File: src/rtl/hts_pkg.sv
`default_nettype none

package hts_pkg;

    localparam int CFG_IDX_BITS  = 2;
    localparam int CFG_DATA_BITS = 17;
    localparam int GAIN_BITS     = 17;
    localparam int PCT_BITS      = 7;
    localparam int FADE_OFFSET   = 10;
    localparam int FADE_DEN_MAX  = 137;
    localparam int RECIP_BITS    = 32;
    localparam int NUM_BITS      = 42;

    localparam logic [GAIN_BITS-1:0] UNITY     = 17'd65536;
    localparam logic [NUM_BITS-1:0]  RECIP_NUM = 42'(64'd1000 << 32);

    localparam logic [CFG_IDX_BITS-1:0] CFG_ENABLE = 2'd0;
    localparam logic [CFG_IDX_BITS-1:0] CFG_MIX    = 2'd1;
    localparam logic [CFG_IDX_BITS-1:0] CFG_FADE   = 2'd2;

    typedef enum logic [1:0] {
        TAP_A1,
        TAP_B1,
        TAP_A2,
        TAP_B2
    } t_tap;

    typedef enum logic [3:0] {
        ST_CLEAR,
        ST_IDLE,
        ST_PASS,
        ST_WRITE,
        ST_RD0,
        ST_RD1,
        ST_RD2,
        ST_RD3,
        ST_WAIT,
        ST_HEADS,
        ST_WET_A,
        ST_WET_B,
        ST_ROUND,
        ST_MIX_A,
        ST_MIX_B,
        ST_DONE
    } t_state;

    typedef struct packed {
        logic clr;
        logic cap_x;
        logic ring_wr;
        logic rd_en;
        t_tap rd_sel;
        logic gain_lo;
        logic gain_hi;
        logic gain_clamp;
        logic heads;
        logic wet_a;
        logic wet_b;
        logic round;
        logic mix_a;
        logic mix_b;
        logic out_load;
        logic out_pass;
        logic adv;
    } t_cmd;

    typedef struct packed {
        logic enable;
        logic clr_last;
        logic div_busy;
    } t_stat;

endpackage

`default_nettype wire

File: src/rtl/hts_ctrl.sv
`default_nettype none

module hts_ctrl (
    input  wire logic            i_clk,
    input  wire logic            i_rst_n,
    input  wire logic            i_in_valid,
    output logic                 o_in_stall,
    output logic                 o_out_valid,
    input  wire logic            i_out_stall,
    input  wire hts_pkg::t_stat  i_stat,
    output hts_pkg::t_cmd        o_cmd
);
    import hts_pkg::*;

    t_state r_state;
    t_state n_state;
    logic   r_out_valid;
    logic   n_out_valid;
    logic   open;
    logic   accept;
    logic   slot_free;

    assign open      = (r_state == ST_IDLE) && !i_stat.div_busy;
    assign accept    = open && i_in_valid;
    assign slot_free = !r_out_valid || !i_out_stall;

    always_comb begin
        n_state = r_state;
        unique case (r_state)
            ST_CLEAR: if (i_stat.clr_last) n_state = ST_IDLE;
            ST_IDLE: begin
                if (accept) begin
                    n_state = i_stat.enable ? ST_WRITE : ST_PASS;
                end
            end
            ST_PASS:  if (slot_free) n_state = ST_IDLE;
            ST_WRITE: n_state = ST_RD0;
            ST_RD0:   n_state = ST_RD1;
            ST_RD1:   n_state = ST_RD2;
            ST_RD2:   n_state = ST_RD3;
            ST_RD3:   n_state = ST_WAIT;
            ST_WAIT:  n_state = ST_HEADS;
            ST_HEADS: n_state = ST_WET_A;
            ST_WET_A: n_state = ST_WET_B;
            ST_WET_B: n_state = ST_ROUND;
            ST_ROUND: n_state = ST_MIX_A;
            ST_MIX_A: n_state = ST_MIX_B;
            ST_MIX_B: n_state = ST_DONE;
            ST_DONE:  if (slot_free) n_state = ST_IDLE;
            default:  n_state = ST_CLEAR;
        endcase
    end

    always_comb begin
        o_cmd = '0;
        unique case (r_state)
            ST_CLEAR: o_cmd.clr = 1'b1;
            ST_IDLE:  o_cmd.cap_x = accept;
            ST_PASS: begin
                o_cmd.out_load = slot_free;
                o_cmd.out_pass = 1'b1;
            end
            ST_WRITE: o_cmd.ring_wr = 1'b1;
            ST_RD0: begin
                o_cmd.rd_en   = 1'b1;
                o_cmd.rd_sel  = TAP_A1;
                o_cmd.gain_lo = 1'b1;
            end
            ST_RD1: begin
                o_cmd.rd_en   = 1'b1;
                o_cmd.rd_sel  = TAP_B1;
                o_cmd.gain_hi = 1'b1;
            end
            ST_RD2: begin
                o_cmd.rd_en      = 1'b1;
                o_cmd.rd_sel     = TAP_A2;
                o_cmd.gain_clamp = 1'b1;
            end
            ST_RD3: begin
                o_cmd.rd_en  = 1'b1;
                o_cmd.rd_sel = TAP_B2;
            end
            ST_WAIT:  ;
            ST_HEADS: o_cmd.heads = 1'b1;
            ST_WET_A: o_cmd.wet_a = 1'b1;
            ST_WET_B: o_cmd.wet_b = 1'b1;
            ST_ROUND: o_cmd.round = 1'b1;
            ST_MIX_A: o_cmd.mix_a = 1'b1;
            ST_MIX_B: o_cmd.mix_b = 1'b1;
            ST_DONE: begin
                o_cmd.out_load = slot_free;
                o_cmd.adv      = slot_free;
            end
            default:  ;
        endcase
    end

    always_comb begin
        n_out_valid = r_out_valid;
        if (o_cmd.out_load) begin
            n_out_valid = 1'b1;
        end else if (!i_out_stall) begin
            n_out_valid = 1'b0;
        end
    end

    always_ff @(posedge i_clk) begin
        if (!i_rst_n) begin
            r_state     <= ST_CLEAR;
            r_out_valid <= 1'b0;
        end else begin
            r_state     <= n_state;
            r_out_valid <= n_out_valid;
        end
    end

    assign o_in_stall  = !open;
    assign o_out_valid = r_out_valid;

endmodule

`default_nettype wire

File: config.mk
export PLATFORM = sky130hd
export DESIGN_NAME = hts_ctrl
export DESIGN_NICKNAME = d
export VERILOG_FILES = /design/src/rtl/hts_pkg.sv /design/src/rtl/hts_ctrl.sv
export SDC_FILE = /design/constraint.sdc
export NUM_CORES = 1
export LEC_CHECK = 0
export BUFFER_PORTS_ARGS = -buffer_cell sky130_fd_sc_hd__buf_2
export CAP_MARGIN = 25
export CORE_AREA = 4 4 41 43
export CTS_BUF_LIST = sky130_fd_sc_hd__clkbuf_8
export DETAILED_ROUTE_END_ITERATION = 6
export DIE_AREA = 0 0 45 47
export PLACE_DENSITY = 0.63
export SLEW_MARGIN = 20
export SYNTH_ARGS = -nofsm -noshare
export SYNTH_HDL_FRONTEND = slang
export SYNTH_SLANG_ARGS = --single-unit
File: constraint.sdc
create_clock -name i_clk -period 3.05 [get_ports i_clk]
set_input_delay 0.1525 -clock i_clk [delete_from_list [all_inputs] [get_ports i_clk]]
set_output_delay 0.1525 -clock i_clk [all_outputs]
set_load 0.005 [all_outputs]
**After elaboration in Yosys (flattened, before gate mapping)**

Index checks and enable logic that the tools add are counted.

- Magnitude comparators: 0
- Reductions and logical operators: 10
- Mux-type cells: 23
- Add/sub/neg operators: 0
- Equal/unequal tests: 19
- Multipliers: 0
- Shift operators: 0
- Bitwise logic cells: 0
- Div/mod/pow operators: 0

Operator list:

| kind | number |
|---|---|
| one-hot mux 4 bit (15 select lines) | 1 |
| equality test 4 bit, second input constant | 8 |
| two-way mux 1 bit | 18 |
| equality test 4 x 3 -> 1 bit, second input constant | 4 |
| two-way mux 4 bit | 3 |
| one-hot mux 3 bit (4 select lines) | 1 |
| equality test 4 x 2 -> 1 bit, second input constant | 2 |
| equality test 4 x 1 -> 1 bit, second input constant | 1 |
| zero test 1 bit | 4 |
| zero test 4 bit | 1 |
| inequality test 2 x 1 -> 1 bit, second input constant | 2 |
| inequality test 2 bit, second input constant | 2 |
| AND reduction 3 bit | 1 |
| logical AND 1 bit | 2 |
| OR reduction 2 bit | 1 |
| logical OR 1 bit | 1 |

- Word-level logic and storage cells: 54
- Output and inout port bits: 20
- Bits in registers: 5
- RAM bits: 0
- Bits of input ports: 7
- Memories: 0
- Bits in read-only memories: 0
- Bits in latches: 0

**Depth between registers and ports, before layout**

Gate-level depths: netlist of the first run.

- Depth in word-level cells: 5
- Depth in mapped cells: 6
- Depth with buffers taken out: 4

**Worst setup path before layout of the first run**

No wires, ideal clock.

- Kind: flip-flop to flip-flop
- From: register r_state[2]
- To: register r_state[0]
- Library setup time: 0.137 ns
- Arrival time: 1.271 ns
- Stages on the path, launching flop included: 7
- Period minus slack after synthesis: 1.408 ns
- Path slack: 1.642 ns
- Path buffers: 2
- Data required time: 2.913 ns
- Path through: dfxtp_1 -> buf_6 -> or2_1 -> buf_6 -> or4_1 -> o311ai_1 -> a31oi_1

- Cells in the longest elaborated chain, start to end: 5
- Elaborated cells between the ends (all ways): 24

Ends and longest elaborated chain:

| item | RTL line | RTL |
|---|---|---|
| from (decl) | hts_ctrl.sv:15 | `t_state r_state;` |
| from (signal assigned) | hts_ctrl.sv:112 | `r_state <= n_state;` |
| equality test 4 x 1 -> 1 bit | hts_ctrl.sv:23, hts_ctrl.sv:29 |  |
| logical AND 1 bit | hts_ctrl.sv:23 | `assign open = (r_state == ST_IDLE) && !i_stat.div_busy;` |
| logical AND 1 bit | hts_ctrl.sv:24 | `assign accept = open && i_in_valid;` |
| inequality test 2 bit (no line) | - |  |
| AND reduction 3 bit (no line) | - |  |

Several ways; a longest one is shown, not always the timed one.
A chain may end at the register's enable or synchronous reset.

==> metrics.txt, run 1 <==
outcome=complete, no violations; die area=2120 µm²; Die X=45 µm; Tmin final=1680 ps; Synth-to-Final Area Change=37.4%; area occupied by multi-input gates=277 µm²; top cell type's share of synthesized area=24.0%; post-CTS sizing=0; Initial Utilization=32.1%; ant diodes=0; root buf cell=clkbuf_8; Crit. End Element=output port; top cells by area, synth=dfxtp_1 24%, nor2_1 12%, nand2b_1 6.0%; post-layout util=44.1%; worst clock skew=1.69 ps; Comb power frac=13.0%; grt total ovfl=0; die height=47 µm; Placed Area=529 µm²; CTS tree=yes; total routed wirelength=1160 µm; syn avg cell area=7.21 µm²; distinct cell type count after synthesis=24; synth warn=0; reg2reg end=r_state[0]; ys async rst share=0%; Worst Tran Pin Value=438 ps; most numerous cell in the Yosys netlist=nor2_1; Top FF cell, synth=dfxtp_1; P_sw=0.0483 mW; Residual DRC=0; Hold Path Depth=2; setup TNS=0 ps; vias in the first global route=421; Synth Cell Area=418 µm²; Detailed Place HPWL=960 µm; Longest Clk Path Bufs=2; Final GP Congestion=0.743; Post-Syn Nets=65; setup violators final=0; hold_sp=i_rst_n; fmax=594 MHz; Reg2Reg Depth=4; drt via density=4.97; Data arrival, critical path=1530 ps; Total GRT Usage=12.6%; cell-internal power=0.169 mW; crit path kind=reg -> out; Max VDD drop=0.262 mV; post-synthesis sequential area ratio=24.0%; IO buf count=26; Clock transition at path regs=30 ps; largest net degree at the start of global routing=15; antenna viol nets, final=0; Rows=13; DRT Pass-1 Iters=2; leading area contributor after synthesis=dfxtp_1; Min-Delay Path Class=in -> reg; Yosys reg bits=5; Seq pwr share=34.3%; H-tree Lvls=1; number of flops mapped to enable cells by yosys=0; first-pass GRT wire length=1950 µm; hold_buf cts=0; CORE AREA=1300 µm²; CTS buffer count=3; Synth Instances=58; Hold EP=r_state[1]; ratio of cells with drive above 1 in the final layout=36.1%; Fin. Hold Viols=0; Power Density=378 nW/µm²; Skew-Pair Late Insertion Delay=220 ps; Sw Ratio=22.2%; crit-path max FO=14; fill count=146; max-slew violations=0; # IOs=27; sequential cell area=100 µm²; most instantiated cells after synthesis=13 x nor2_1, 5 x dfxtp_1, 4 x nand2b_1, 4 x nor3_1; r2r setup slk=1520 ps; Lkg Pwr=0.284 nW; power share of the clock group=52.7%; DRT iter0 DRCs=2; initial antenna violation count=0; Slew headroom=70.7%; required time worst endpoint=2900 ps; nets=91; Final Instance Area=574 µm²; max cap viols=0; post-DR wirelength/cell=11.8 µm; final clock period utilization by the worst path=55.2%; Critical R2R Launch=r_state[0]; RSZ-0062 raised after global routing=false; via count=487; CTS Sinks=5; Worst Setup Start Kind=register; Post CTS Setup Buffer Count=0
## routing by layer
metal,global-route usage (%),vias to the layer above,routed length (µm)
met5,0,-,0
met2,19.2,8,580
met1,16.7,223,520
met3,6.90,0,58
li1,-,256,-
met4,0,0,0
## worst max path at each step
stage / start / to / depth (start not counted)
3_3_place_gp: r_state[0] / r_state[1] / 4
2_1_floorplan: r_state[2] / r_state[0] / 6
3_5_place_dp: r_state[0] / r_state[0] / 4
4_1_cts: r_state[0] / o_cmd[2] / 4
5_1_grt: r_state[0] / o_cmd[2] / 4
6_report: r_state[0] / o_cmd[2] / 4
## layout make-up
cell class	instances	area share [%]
multi-input cells	47	48.1
inverters	1	0.654
repair buffers	26	22.7
clock inverters	1	0.654
clock buffers	3	7.19
flip-flops and latches	5	17.4
well taps	15	3.27
## flip-flops by register name, indices dropped and copies added (netlist names)
signal / cells
o_out_valid: 1
r_state: 4
## worst max-delay path, cell delays in order, from the launching register on
cell and delay, ps:
dfxtp_1 580, nand2_1 240, o22a_4 260, a21oi_1 110
buf_2 120
## placed cells by master (no fill, tap or decap), drive strengths merged, types with 2 or more instances in the layout
cell type  netlist  final
a21oi            3      3
a31oi            3      3
and2             3      3
buf              3     26
clkbuf           2      3
dfxtp            5      5
inv              1      2
nand2            3      3
nand2b           4      4
nor2            13     13
nor3             4      4
nor3b            3      3
## power by group through the flow
| stage | Sequential (mW) | Clock (mW) | Combinational (mW) |
|---|---|---|---|
| finish | 0.0746 | 0.114 | 0.0282 |
| global route | 0.0752 | 0.123 | 0.0319 |
| CTS | 0.0746 | 0.118 | 0.0287 |
| detailed placement | 0.0754 | 0 | 0.0286 |
| global placement | 0.0751 | 0 | 0.0285 |
| floorplan | 0.0705 | 0 | 0.0219 |
## metrics by stage
| stage | hold WS (ps) | total power [mW] | std cells | setup slack [ps] |
|---|---|---|---|---|
| finish | 208 | 0.217 | 98 | 1370 |
| global route | 215 | 0.230 | 98 | 1230 |
| CTS | 207 | 0.221 | 98 | 1360 |
| detailed placement | 438 | 0.104 | 94 | 1530 |
| global placement | 429 | 0.104 | 94 | 1570 |
| floorplan | 274 | 0.0925 | 58 | 1640 |
## logic make-up after synthesis
family	after synthesis	share of synthesized area, %
DFF	5	24.0
AOI/OAI and AO/OA	12	22.5
buffers and inverters	6	9.88
xor gates and xnor gates	1	2.10
and+or+nand+nor	34	41.6
Note: power is estimated with default switching activity, not from simulation.
==> run 2, diff against run 1 <==
==> constraint.sdc (replaced) <==
create_clock -name i_clk -period 1.76 [get_ports i_clk]
set_input_delay 0.088 -clock i_clk [delete_from_list [all_inputs] [get_ports i_clk]]
set_output_delay 0.088 -clock i_clk [all_outputs]
set_load 0.005 [all_outputs]
==> run 2 against run 1 <==
Setup slack got worse by 1100 ps; wire length decreased by 1.6%; highest routed layer unchanged; worst hold slack got worse by 72 ps; power increased by 77%; largest cell class unchanged; via count increased by 3.9%; final cell count increased by 2.0%; utilization increased by 1.2 points; critical path depth unchanged; clock-buffer cell count unchanged; sequential power increased by 66%; largest power group unchanged; combinational power increased by 110%.
==> metrics.txt, run 2 (same netlist as run 1, synthesis figures left out) <==
initial antenna violation count=0 (unchanged); Final GP Congestion=0.778 (was 0.743); Placed Area=544 µm² (was 529 µm²); hold_buf cts=0 (unchanged); Data arrival, critical path=1440 ps (was 1530 ps); # IOs=27 (unchanged); Clock transition at path regs=30 ps (about the same); cell-internal power=0.297 mW (was 0.169 mW); commonest non-fill, non-tap cell in the layout=buf_2 (unchanged); CTS tree=yes (unchanged); largest net degree at the start of global routing=11 (was 15); total routed wirelength=1140 µm (was 1160 µm); Fin. Hold Viols=0 (unchanged); grt total ovfl=0 (unchanged); ant diodes=0 (unchanged); via count=506 (was 487); Power Density=654 nW/µm² (was 378 nW/µm²); Total GRT Usage=13.4% (was 12.6%); most frequent cells in the layout=26 x buf_2, 13 x nor2_1, 5 x dfxtp_1, 4 x nand2b_1, 4 x nor3_1 (unchanged); max cap viols=0 (unchanged); Hold Path Depth=2 (unchanged); crit-path max FO=9 (was 14); die height=47 µm (unchanged); max-slew violations=0 (unchanged); Post CTS Setup Buffer Count=0 (unchanged); Residual DRC=0 (unchanged); Skew-Pair Late Insertion Delay=220 ps (about the same); vias in the first global route=485 (was 421); Critical R2R Launch=r_state[2] (was r_state[0]); Worst Setup Start Kind=register (unchanged); Tmin final=1530 ps; worst clock skew=1.66 ps (was 1.69 ps); setup violators final=0 (unchanged); Synth-to-Final Area Change=41.0% (was 37.4%); DRT iter0 DRCs=15 (was 2); Worst Tran Pin Value=276 ps (was 438 ps); CORE AREA=1300 µm² (unchanged); die area=2120 µm² (unchanged); Reg2Reg Depth=4 (unchanged); root buf cell=clkbuf_8 (unchanged); CTS buffer count=3 (unchanged); Comb power frac=15.0% (was 13.0%); Min-Delay Path Class=in -> reg (unchanged); Final Instance Area=589 µm² (was 574 µm²); Slew headroom=81.6% (was 70.7%); post-layout util=45.3% (was 44.1%); fmax=655 MHz; final clock period utilization by the worst path=86.7%; dpl cells=96 (was 94); setup TNS=0 ps (unchanged); Longest Clk Path Bufs=2 (unchanged); Lkg Pwr=0.295 nW (was 0.284 nW); drt via density=5.06 (was 4.97); Non-Filler Instances=100 (was 98); antenna viol nets, final=0 (unchanged); Initial Utilization=32.1% (unchanged); nets=93 (was 91); hold_sp=i_rst_n (unchanged); largest reg by FF count=r_state (unchanged); Sw Ratio=23.0% (was 22.2%); first-pass GRT wire length=2080 µm (was 1950 µm); P_sw=0.0885 mW (was 0.0483 mW); Max VDD drop=0.638 mV (was 0.262 mV); CTS Sinks=5 (unchanged); required time worst endpoint=1670 ps (was 2900 ps); post-CTS sizing=0 (unchanged); Die X=45 µm (unchanged); DRT Pass-1 Iters=4 (was 2); power share of the clock group=52.8% (was 52.7%); crit path kind=reg -> out (unchanged); IO buf count=26 (unchanged); ratio of cells with drive above 1 in the final layout=37.6% (was 36.1%); Critical path origin=r_state[2] (was r_state[0]); Rows=13 (unchanged); Largest register FFs=4 (unchanged); H-tree Lvls=1 (unchanged); Detailed Place HPWL=932 µm (was 960 µm); Crit. End Element=output port (unchanged); Seq pwr share=32.1% (was 34.3%); post-DR wirelength/cell=11.4 µm (was 11.8 µm); outcome=complete, no violations (unchanged); RSZ-0062 raised after global routing=false (unchanged)
[run 2: path summary, 6_finish.rpt]
| path | to | slack [ps] |
|---|---|---|
| worst min register to register | r_state[3] | 600 |
| worst min-delay path | r_state[1] | 140 |
| worst max-delay path | o_cmd[2] | 230 |
| worst max register to register | r_state[0] | 340 |
[run 2: final cells by class]
type	instances	area, µm²
clock buffers	3	41.3
well taps	15	18.8
inverters	1	3.75
fillers	149	712
repair buffers	28	145
flip-flops and latches	5	100
clock inverters	1	3.75
multi-input cells	47	277
[run 2: per-stage QoR]
stage / power, mW / worst slack [ps] / hold WS (ps)
floorplan: 0.160 / 352 / 210
global placement: 0.184 / 384 / 365
detailed placement: 0.184 / 352 / 363
CTS: 0.391 / 228 / 139
global route: 0.409 / 91.2 / 157
finish: 0.385 / 234 / 136
[run 2: per-layer routing]
layer	up-vias	track usage, %	share of wire, %
met1	234	15.8	43
met3	0	5.75	4.5
met5	-	0	0
met4	0	3.51	0
li1	257	-	-
met2	15	22.6	52
[run 2: power groups by stage]
stage / Sequential (mW) / Clock (mW) / Combinational (mW)
after global routing: 0.125 / 0.219 / 0.0654
after detailed placement: 0.126 / 0 / 0.0580
after CTS: 0.124 / 0.209 / 0.0583
after global placement: 0.126 / 0 / 0.0581
final: 0.124 / 0.203 / 0.0579
after floorplan: 0.122 / 0 / 0.0380
[run 2: worst max-delay path, cell delays in order, from the launching register on]
cell and delay, ps:
dfxtp_1 360, or2_1 340, o22a_4 300, a21oi_1 100, buf_2 120
==> run 3, diff against run 2 <==
--- a/config.mk
+++ b/config.mk
@@ -6,12 +6,13 @@
 export NUM_CORES = 1
 export LEC_CHECK = 0
 export BUFFER_PORTS_ARGS = -buffer_cell sky130_fd_sc_hd__buf_2
-export CAP_MARGIN = 25
+export CAP_MARGIN = 20
 export CORE_AREA = 4 4 41 43
 export CTS_BUF_LIST = sky130_fd_sc_hd__clkbuf_8
 export DETAILED_ROUTE_END_ITERATION = 6
 export DIE_AREA = 0 0 45 47
 export PLACE_DENSITY = 0.63
+export REMOVE_ABC_BUFFERS = 1
 export SLEW_MARGIN = 20
 export SYNTH_ARGS = -nofsm -noshare
 export SYNTH_HDL_FRONTEND = slang
==> run 3 against run 2 <==
Combinational power is 13% lower; via count is 2.4% lower; worst hold slack gained 3.5 ps; design area is 1.3% lower; final cell count down 1.0%; largest cell class unchanged.
==> metrics.txt, run 3 (same netlist as run 1, synthesis figures left out) <==
Max VDD drop=0.397 mV (was 0.638 mV); max-slew violations=0 (unchanged); CP max stage cell=dfxtp_1 (unchanged); Lkg Pwr=0.290 nW (was 0.295 nW); drt via density=4.99 (was 5.06); Synth-to-Final Area Change=39.2% (was 41.0%); Rows=13 (unchanged); Crit. End Element=output port (unchanged); setup violators final=0 (unchanged); required time worst endpoint=1670 ps (about the same); Detailed Place HPWL=919 µm (was 932 µm); crit-path cells=nand2b_1, o22a_4, a21oi_1, buf_2 (was or2_1, o22a_4, a21oi_1, buf_2); hold_buf cts=0 (unchanged); first-pass GRT wire length=1730 µm (was 2080 µm); RSZ-0062 raised after global routing=false (unchanged); Tmin final=1570 ps (was 1530 ps); post-DR wirelength/cell=11.1 µm (was 11.4 µm); via count=494 (was 506); IO buf count=26 (unchanged); Place WS=258 ps (was 352 ps); cell-internal power=0.294 mW (was 0.297 mW); CTS buffer count=3 (unchanged); Longest Clk Path Bufs=2 (unchanged); Clock transition at path regs=30 ps (about the same); CTS tree=yes (unchanged); Residual DRC=0 (unchanged); WP buf/inv=1 (unchanged); DRT iter0 DRCs=4 (was 15); Hold EP=r_state[2] (was r_state[1]); fill count=144 (was 149); H-tree Lvls=1 (unchanged); Min-Delay Path Class=in -> reg (unchanged); DRT Pass-1 Iters=4 (unchanged); P_sw=0.0837 mW (was 0.0885 mW); crit path kind=reg -> out (unchanged); outcome=complete, no violations (unchanged); Seq pwr share=33.8% (was 32.1%); Data arrival, critical path=1480 ps (was 1440 ps); worst clock skew=0.352 ps (was 1.66 ps); total routed wirelength=1090 µm (was 1140 µm); setup ws final=190 ps (was 234 ps); sequential cell area=100 µm² (unchanged); largest reg by FF count=r_state (unchanged); antenna viol nets, final=0 (unchanged); ratio of cells with drive above 1 in the final layout=36.9% (was 37.6%); Largest register FFs=4 (unchanged); reg2reg end=r_state[1] (was r_state[0]); Hold Path Depth=2 (unchanged); Skew-Pair Late Insertion Delay=210 ps (was 220 ps); setup TNS=0 ps (unchanged); final clock period utilization by the worst path=89.2% (was 86.7%); fmax=637 MHz (was 655 MHz); Slew headroom=73.2% (was 81.6%); grt total ovfl=0 (unchanged); Initial Utilization=32.1% (unchanged); post-CTS sizing=0 (unchanged); most frequent cells in the layout=26 x buf_2, 13 x nor2_1, 5 x dfxtp_1, 4 x nand2b_1, 4 x nor3_1 (unchanged); CORE AREA=1300 µm² (unchanged); nets=92 (was 93); largest net degree at the start of global routing=15 (was 11); Final GP Congestion=0.824 (was 0.778); die height=47 µm (unchanged); hold_sp=i_rst_n (unchanged); ant diodes=0 (unchanged); max cap viols=0 (unchanged); vias in the first global route=428 (was 485); root buf cell=clkbuf_8 (unchanged); Critical R2R Launch=r_state[0] (was r_state[2]); Total GRT Usage=11.2% (was 13.4%); Fin. Hold Viols=0 (unchanged); Critical path origin=r_state[0] (was r_state[2]); # IOs=27 (unchanged); Sw Ratio=22.2% (was 23.0%); commonest non-fill, non-tap cell in the layout=buf_2 (unchanged); Post CTS Setup Buffer Count=0 (unchanged); CTS Sinks=5 (unchanged); critical path's largest stage delay=420 ps (was 360 ps); area occupied by multi-input gates=277 µm² (unchanged); Reg2Reg Depth=4 (unchanged); initial antenna violation count=0 (unchanged); crit-path max FO=14 (was 9); r2r setup slk=250 ps (was 340 ps); kind of cell adding the most delay to the critical path=flip-flops (was compound AO/OA/AOI/OAI gates); Worst Tran Pin Value=401 ps (was 276 ps); Comb power frac=13.4% (was 15.0%); power share of the clock group=52.8% (about the same); Die X=45 µm (unchanged); Worst Setup Start Kind=register (unchanged); die area=2120 µm² (unchanged); Power Density=649 nW/µm² (was 654 nW/µm²)
[run 3: final cells by class]
cell class,count,share of cell area [%]
timing repair buffer,27,23.7
multi-input combinational,47,47.5
clock buffer,3,7.10
clock inverter,1,0.645
inverter,1,0.645
sequential,5,17.2
tap,15,3.23
[run 3: worst register-to-register path, stage by stage, from the launching register on]
cell	delay [ps]
dfxtp_1	550
nand2b_1	310
o22a_4	210
nor2_1	40
o31a_1	280
[run 3: metal layers]
metal | vias up | GRT usage, % | wire (µm)
li1 | 254 | - | -
met1 | 222 | 12.7 | 458
met2 | 16 | 19.8 | 526
met3 | 2 | 1.53 | 104
met4 | 0 | 7.02 | 5
met5 | - | 0 | 0
[run 3: worst max path at each step]
stage / to / slack (ps) / depth (start not counted)
6_report: o_cmd[2] / 190 / 4
5_1_grt: o_in_stall / 100 / 3
4_1_cts: o_cmd[2] / 170 / 4
3_5_place_dp: r_state[1] / 260 / 4
3_3_place_gp: r_state[1] / 260 / 4
2_1_floorplan: r_state[0] / 430 / 4
[run 3: through the flow]
stage | std cells | power (mW) | utilization, % | cell area [µm²] | hold WS [ps]
floorplan | 53 | 0.156 | - | 380 | 210
global placement | 95 | 0.180 | 41.3 | 537 | 363
detailed placement | 95 | 0.180 | 41.3 | 537 | 359
CTS | 99 | 0.385 | 44.7 | 582 | 139
global route | 99 | 0.397 | 44.7 | 582 | 157
finish | 99 | 0.377 | 44.7 | 582 | 139
[run 3: power by group through the flow]
stage,Clock [mW],Combinational [mW],Sequential [mW]
after CTS,0.206,0.0513,0.128
after global routing,0.211,0.0571,0.129
after global placement,0,0.0511,0.129
final,0.199,0.0505,0.128
after detailed placement,0,0.0511,0.129
after floorplan,0,0.0290,0.127
